==> src/hdl/srt_pkg.sv <==
// Shared types, constants and helpers for the ascending integer sorter.
// No dependencies; imported by every module of the block.
package srt_pkg;

  localparam int unsigned Capacity = 64;   // cells in the chain, 2..64
  localparam int unsigned ElemW    = 32;   // stored element width, 8..64
  localparam int unsigned CntW     = $clog2(Capacity + 1);

  typedef logic signed [ElemW-1:0] elem_t;
  typedef logic [CntW-1:0]         cnt_t;

  typedef struct packed {
    logic signed [31:0] value;
    logic               last_in;
  } srt_in_t;

  typedef struct packed {
    logic signed [31:0] sorted_value;
    logic               last_out;
  } srt_out_t;

  // chain-wide control for one cycle
  typedef struct packed {
    logic  insert;
    logic  shift;
    elem_t din;
  } srt_ctrl_t;

  // what a cell shows its neighbors
  typedef struct packed {
    logic  valid;
    logic  lt;      // incoming element sorts before this cell's element
    elem_t value;
  } srt_link_t;

  // keep the low ElemW bits as a signed number, or sign-extend when wider
  function automatic elem_t to_elem(logic signed [31:0] v);
    logic signed [63:0] w;
    w = 64'(v);
    return w[ElemW-1:0];
  endfunction

  function automatic logic signed [31:0] from_elem(elem_t e);
    logic signed [63:0] w;
    w = 64'(e);
    return w[31:0];
  endfunction

endpackage

==> src/hdl/srt_cell.sv <==
// One cell of the sorting chain: holds one element and its valid bit.
// Depends on srt_pkg.
module srt_cell
  import srt_pkg::*;
(
  input  logic      clk_i,
  input  logic      rst_ni,
  input  srt_ctrl_t ctrl_i,
  input  srt_link_t prev_i,
  input  srt_link_t next_i,
  output srt_link_t link_o
);

  logic  valid_q, valid_d;
  elem_t val_q, val_d;
  logic  lt;
  logic  take;

  assign lt   = valid_q && (ctrl_i.din < val_q);
  // open slot right after the occupied run also takes part in an insert
  assign take = lt || (!valid_q && prev_i.valid);

  always_comb begin
    valid_d = valid_q;
    val_d   = val_q;
    if (ctrl_i.insert && take) begin
      valid_d = 1'b1;
      val_d   = prev_i.lt ? prev_i.value : ctrl_i.din;
    end else if (ctrl_i.shift) begin
      valid_d = next_i.valid;
      val_d   = next_i.value;
    end
  end

  always_ff @(posedge clk_i or negedge rst_ni) begin
    if (!rst_ni) begin
      valid_q <= 1'b0;
    end else begin
      valid_q <= valid_d;
    end
  end

  always_ff @(posedge clk_i) begin
    val_q <= val_d;
  end

  assign link_o.valid = valid_q;
  assign link_o.lt    = lt;
  assign link_o.value = val_q;

endmodule

==> config.mk <==
export PLATFORM = sky130hd
export DESIGN_NAME = srt_cell
export DESIGN_NICKNAME = d
export VERILOG_FILES = /design/src/hdl/srt_pkg.sv /design/src/hdl/srt_cell.sv
export SDC_FILE = /design/constraint.sdc
export NUM_CORES = 1
export LEC_CHECK = 0
export BUFFER_PORTS_ARGS = -buffer_cell sky130_fd_sc_hd__buf_2
export CAP_MARGIN = 40
export CORE_MARGIN = 8
export CORE_UTILIZATION = 38
export DETAILED_ROUTE_END_ITERATION = 16
export GPL_TIMING_DRIVEN = 0
export PLACE_DENSITY = 0.72
export SYNTH_ARGS = -nofsm -noshare
export SYNTH_HDL_FRONTEND = slang
export SYNTH_SLANG_ARGS = --single-unit
==> constraint.sdc <==
create_clock -name clk_i -period 2.8 [get_ports clk_i]
set_input_delay 0.14 -clock clk_i [delete_from_list [all_inputs] [get_ports clk_i]]
set_output_delay 0.14 -clock clk_i [all_outputs]
set_load 0.1 [all_outputs]
==> impl_metrics.py, run 1 <==
metrics = {
    "hold_path": {
        "min_from": "next_i[33]",
        "worst_hold_path_type": "input pin to flop",
    },
    "setup_path": {
        "cp_slowest_cell": "or3_2",
        "arrival_ps": 2590,
        "crit_chain": "inv_1 > ha_1 > and4_1 > a221oi_4 > o22ai_4 > or3_2 > and3_4 > buf_12 > buf_16",
        "critPathLaunchType": "flop",
        "cp.required_ps": 2660,
        "crit_fanout": 3,
        "crit_type": "flop to output pin",
        "startpoint": "val_q[13]",
        "max_stage_delay_ps": 450,
        "critPathCaptureType": "output pin",
        "rr_startpoint": "val_q[13]",
    },
    "floorplan": {
        "rows": 30,
        "start_util_pct": 39.12,
        "die_area_um2": 9925,
        "fp.dieH_um": 99.63,
        "die_w_um": 99.63,
        "core_um2": 6794,
        "ios": 138,
    },
    "logic_synthesis": {
        "synth_area_per_cell_um2": 11.55,
        "synth_compound_area_share_pct": 7.580,
        "synth_flop_cell": "edfxtp_1",
        "postSynth.asyncResetShare_pct": 3.030,
        "synth_cell_type_count": 34,
        "muxShareOfSynthArea_pct": 27.12,
        "ys_warn_count": 0,
        "synth_top_family_by_area": "multiplexers",
        "synth_edf_count": 32,
        "ys_ff_latch": 33,
        "synth_adder_area_share_pct": 14.60,
        "syn_nets": 365,
        "syn-cell-area_um2": 2658,
        "yosys.area_share.xor_xnor_pct": 0,
        "seq_area_frac_synth_pct": 37.10,
        "netlist_instances": 230,
        "yosys.area_share.simple_pct": 6.121,
    },
    "finish": {
        "syn_to_final_growth_pct": 46.09,
        "antenna_cells": 0,
        "final_util_pct": 57.15,
        "drive_above_1_share_pct": 63.87,
        "nets": 516,
        "fin_area_um2": 3882,
    },
    "place": {
        "place_area_um2": 3580,
        "hpwl_mm": 6.075,
        "gp_congestion": 0.7817,
        "port_buffers": 135,
        "place_ws_ps": -354.2,
    },
    "timing": {
        "worst_pin_slew_ps": 539.2,
        "final-max-slew-violation-count": 0,
        "fin_crit_ps": 2726,
        "period_share_pct": 97.36,
        "max_freq_mhz": 366.8,
        "setup_tns_ps": 0,
        "max_slew_margin_pct": 64.06,
        "setup_viol": 0,
        "finClkSkew_ps": 9.978,
        "hold_ws_ps": 67.18,
        "setup_slack_ps": 73.80,
        "hold_viol_final": 0,
    },
    "global_routing": {
        "grt_max_degree": 17,
        "antenna_found_initial": 0,
        "grt-ovfl-total": 0,
        "grt_first_pass_wirelength_mm": 12.22,
        "grt_pass1_vias": 2603,
        "grt_usage_pct": 15.31,
    },
    "detailed_routing": {
        "routedWlPerCell_um": 15.72,
        "dr_total_vias": 2310,
        "antenna_left": 0,
        "routed_via_density": 4.833,
        "wl_mm": 7.512,
        "firstDrtPassIters": 4,
        "drtIter0Drc": 47,
        "route.detailed.drc": 0,
    },
    "cts": {
        "cts.sinks": 33,
        "cts_tree": "yes",
        "cts_buffers": 5,
        "htree_levels": 2,
        "clockBufferDepth": 2,
        "insertion_delay_ps": 290,
        "cts-root-buf": "clkbuf_8",
        "clkTransAtPathRegs_ps": 80,
    },
    "power_and_ir_drop": {
        "p_leak_nw": 1.867,
        "p_per_area_nw_per_um2": 794.4,
        "max-vdd-ir-drop_mv": 0.3797,
    },
    "job": {
        "drv_cap": 0,
    },
    "run_status": {
        "status": "finished, final reports clean",
    },
}
## cells in the final DEF, fill, tap and decap left out, drive strengths merged, types with 3 or more instances in the layout
master / netlist / layout
nand3: 3 / 3
edfxtp: 32 / 32
ha: 31 / 31
clkbuf: 1 / 6
inv: 32 / 32
nor2: 3 / 3
nand2: 12 / 12
buf: 5 / 147
nand4: 4 / 4
a21oi: 12 / 12
dlygate4sd1: 3 / 3
o21ai: 7 / 7
mux2: 64 / 64
## worst paths after layout
kind / cells past startpoint / end / slack (ps)
hold reg to reg: 2 / valid_q / 730
min in group asynchronous: 2 / valid_q / 160
setup reg to reg: 9 / val_q[21] / 150
hold / removal: 2 / valid_q / 70
setup / recovery: 9 / link_o[32] / 70
max in group asynchronous: 2 / valid_q / 2550
## worst max-delay path: cells and delay by family (launching register included)
| kind | cells | cell delay [ps] |
|---|---|---|
| and+or+nand+nor | 3 | 890 |
| AOI/OAI and AO/OA | 2 | 430 |
| DFF | 1 | 400 |
| buffers and inverters | 3 | 340 |
| adders and majority gates | 1 | 230 |
## what timing repair did
action,CTS,global route
setup buffers,3,4
hold endpoints to repair,1,0
resized for setup,6,23
pin swaps,3,11
hold buffers,1,0
cloned,1,0
setup endpoints to repair,61,63
## kinds of logic after synthesis
family | count (synthesis)
AOI/OAI and AO/OA | 29
adders and majority gates | 31
buffers and inverters | 41
DFF | 33
muxes | 64
and+or+nand+nor | 32
## layout make-up
type | instances | area, um2
tap | 96 | 120.1
clock buffer | 5 | 68.82
fill | 603 | 2912
clock inverter | 3 | 17.52
multi-input combinational | 157 | 1710
timing repair buffer | 143 | 764.5
inverter | 32 | 120.1
sequential | 33 | 985.9
buffer | 9 | 95.09
## power by group
part	internal [mW]	total [mW]	switching (mW)	leakage [nW]
combinational	0.623	1.96	1.34	1.49
sequential	0.700	0.755	0.0554	0.330
clock	0.172	0.367	0.195	0.0439
## state kept, by name, indices dropped and copies added, names as in the netlist
register / count
val_q: 32
valid_q: 1
## cells in the mapped netlist (all sizes together), types with 2 or more instances
cell / count / share of area, %
o21ai: 7 / 1.3
a21oi: 12 / 2.3
buf: 5 / 1.8
nor2: 3 / 0.42
nand3: 3 / 0.56
dlygate4sd1: 3 / 0.99
mux2: 64 / 27
edfxtp: 32 / 36
nand4: 4 / 0.94
nand2b: 2 / 0.47
nand2: 12 / 1.7
ha: 31 / 15
a211o: 2 / 0.66
inv: 32 / 4.5
## per-stage QoR
stage / total power [mW] / instances
finish: 3.084 / 478
global route: 3.253 / 478
CTS: 3.009 / 474
detailed placement: 2.585 / 461
global placement: 2.556 / 461
floorplan: 2.257 / 230
## layer usage
layer / vias up / global-route usage, % / wire length [um]
met4: 0 / 5.588 / 165
met2: 97 / 26.55 / 3608
met5: - / 0 / 0
li1: 1148 / - / -
met3: 12 / 6.634 / 751
met1: 1053 / 16.05 / 2987
(Power assumes the default switching activity.)
==> run 2: changes to the inputs <==
--- a/config.mk
+++ b/config.mk
@@ -11,7 +11,7 @@
 export CORE_UTILIZATION = 38
 export DETAILED_ROUTE_END_ITERATION = 16
 export GPL_TIMING_DRIVEN = 0
-export PLACE_DENSITY = 0.72
+export PLACE_DENSITY = 0.75
 export SYNTH_ARGS = -nofsm -noshare
 export SYNTH_HDL_FRONTEND = slang
 export SYNTH_SLANG_ARGS = --single-unit
==> constraint.sdc (replaced) <==
create_clock -name clk_i -period 3.3 [get_ports clk_i]
set_input_delay 0.165 -clock clk_i [delete_from_list [all_inputs] [get_ports clk_i]]
set_output_delay 0.165 -clock clk_i [all_outputs]
set_load 0.1 [all_outputs]
==> run 2 against run 1 <==
  * Final cell count decreased by 1.0%
  * Sequential share of layout area increased by 2.1 points
  * Non-clock buffer count decreased by 5
  * Highest routed layer unchanged
  * Utilization decreased by 4.5 points
  * Hold slack improved by 28 ps
  * Global-route usage decreased by 1.1 points
==> impl_metrics.py, run 2 (synthesis results as in run 1) <==
metrics = {
    "run_status": {
        "status": "finished, final reports clean",
    },
    "hold_path": {
        "min_to": "valid_q",
        "worst_hold_path_type": "input pin to flop",
        "min_from": "next_i[33]",
        "whs_path_depth": 2,
    },
    "cts": {
        "cts_tree": "yes",
        "cts.sinks": 33,
        "clkTransAtPathRegs_ps": 70,
        "cts_buffers": 5,
        "clockBufferDepth": 2,
        "insertion_delay_ps": 280,
        "htree_levels": 2,
        "cts-root-buf": "clkbuf_8",
    },
    "timing": {
        "rsz0062_at_grt": "no",
        "setup_viol": 0,
        "max_freq_mhz": 330.3,
        "setup_tns_ps": 0,
        "finClkSkew_ps": 4.882,
        "worst_pin_slew_ps": 512.1,
        "max_slew_margin_pct": 65.54,
        "period_share_pct": 91.74,
        "fin_crit_ps": 3028,
        "hold_viol_final": 0,
        "final-max-slew-violation-count": 0,
    },
    "setup_path": {
        "cp_num_cells": 10,
        "max_stage_delay_ps": 530,
        "rr_worst_depth": 9,
        "cp.required_ps": 3130,
        "cp_slowest_cell": "nor4_1",
        "critPathLaunchType": "flop",
        "reg2reg_slack_ps": 460,
        "crit_type": "flop to output pin",
        "critPathCaptureType": "output pin",
        "crit_fanout": 7,
        "r2r_end": "val_q[28]",
        "crit_chain": "inv_1 > ha_4 > nand4_1 > nor4_1 > inv_1 > o22ai_2 > or3_2 > and3_1 > buf_4 > buf_2",
        "crit_top_cell": "inv_1",
        "rr_startpoint": "val_q[31]",
        "cp_top_family": "simple AND/OR/NAND/NOR gates",
        "crit_buf_inv": 4,
        "arrival_ps": 2860,
    },
    "finish": {
        "final_cell_mix": "buf_2, mux2_2, inv_1, edfxtp_1, ha_1",
        "largest_reg_flops": 32,
        "antenna_cells": 0,
        "nets": 511,
        "stdcell_count": 473,
        "syn_to_final_growth_pct": 34.70,
        "top_register": "val_q",
        "largestRegisters": "val_q (32), valid_q (1)",
        "final_util_pct": 52.69,
        "drive_above_1_share_pct": 57.29,
        "nFillCells": 620,
        "final_common_cell": "buf_2",
    },
    "detailed_routing": {
        "drtIter0Drc": 77,
        "antenna_left": 0,
        "routed_via_density": 4.702,
        "firstDrtPassIters": 5,
        "wl_mm": 7.196,
        "routedWlPerCell_um": 15.21,
        "route.detailed.drc": 0,
        "dr_total_vias": 2224,
    },
    "floorplan": {
        "die_w_um": 99.63,
        "fp.dieH_um": 99.63,
        "rows": 30,
        "die_area_um2": 9925,
        "ios": 138,
        "core_um2": 6794,
        "start_util_pct": 39.12,
    },
    "global_routing": {
        "antenna_found_initial": 0,
        "grt_pass1_vias": 2499,
        "grt_use_met2_pct": 24.90,
        "grt_first_pass_wirelength_mm": 11.36,
        "grt_max_degree": 33,
        "top_usage_layer": "met2",
        "grt-ovfl-total": 0,
        "use_met1_pct": 14.99,
        "grt_usage_pct": 14.25,
        "grt_use_met3_pct": 6.075,
    },
    "power_and_ir_drop": {
        "p_leak_nw": 1.731,
        "max-vdd-ir-drop_mv": 0.2949,
        "p_per_area_nw_per_um2": 671.2,
    },
    "place": {
        "gp_congestion": 0.7725,
        "place_inst": 461,
        "hpwl_mm": 5.899,
        "port_buffers": 135,
    },
    "job": {
        "drv_cap": 0,
    },
}
[run 2: changes by cell type in the layout (fill, tap and decap cells not counted), sizes merged]
cell and delta:
clkinvlp -1, clkbuf +3, buf -5, clkinv -2
[run 2: report_power, final]
group | internal, mW | leakage (nW) | total [mW] | switching [mW]
clock | 0.150 | 0.0395 | 0.301 | 0.151
combinational | 0.400 | 1.36 | 1.46 | 1.06
sequential | 0.594 | 0.330 | 0.640 | 0.0462
[run 2: what timing repair did]
action,4_1_cts,5_1_grt
hold endpoints to repair,1,0
hold buffers,1,0
resized for setup,0,0
setup buffers,0,2
endpoints found under the setup margin,0,32
[run 2: cell type report]
class	count	area, um2	share of cell area [%]
Multi-Input combinational cell	157	1494	41.73
Buffer	9	78.83	2.202
Sequential cell	33	985.9	27.54
Clock buffer	8	80.08	2.237
Tap cell	96	120.1	3.355
Inverter	32	120.1	3.355
Timing Repair Buffer	138	700.7	19.57
[run 2: worst reg2reg max path: cells and delay by family (launching register included)]
kind / cells / cell delay [ps]
flip-flops: 1 / 340
AO/OA/AOI/OAI: 2 / 400
buffers and inverters: 3 / 330
adder cells (fa/ha/maj): 1 / 300
AND/OR/NAND/NOR: 3 / 1160
[run 2: routing by layer]
layer | wire length, um | up-vias
met4 | 82 | 0
met1 | 2980 | 994
met2 | 3439 | 87
met3 | 693 | 8
li1 | - | 1135
met5 | 0 | -
[run 2: stage by stage]
step	setup WS [ps]	hold WS [ps]	cell area, um2	power, mW
after detailed placement	137.4	-58.52	3468	2.110
after CTS	104.7	87.65	3558	2.420
after global routing	22.74	84.78	3580	2.543
final	272.4	95.24	3580	2.403
after floorplan	2.637	-130.6	2673	1.838
after global placement	101.3	-59.81	3468	2.092
[run 2: worst max path at each step]
stage	slack [ps]	start	to
5_1_grt	20	val_q[31]	link_o[32]
2_1_floorplan	3	val_q[19]	val_q[0]
3_3_place_gp	100	val_q[19]	val_q[13]
3_5_place_dp	140	val_q[19]	val_q[13]
6_report	270	val_q[31]	link_o[32]
4_1_cts	100	val_q[19]	val_q[0]
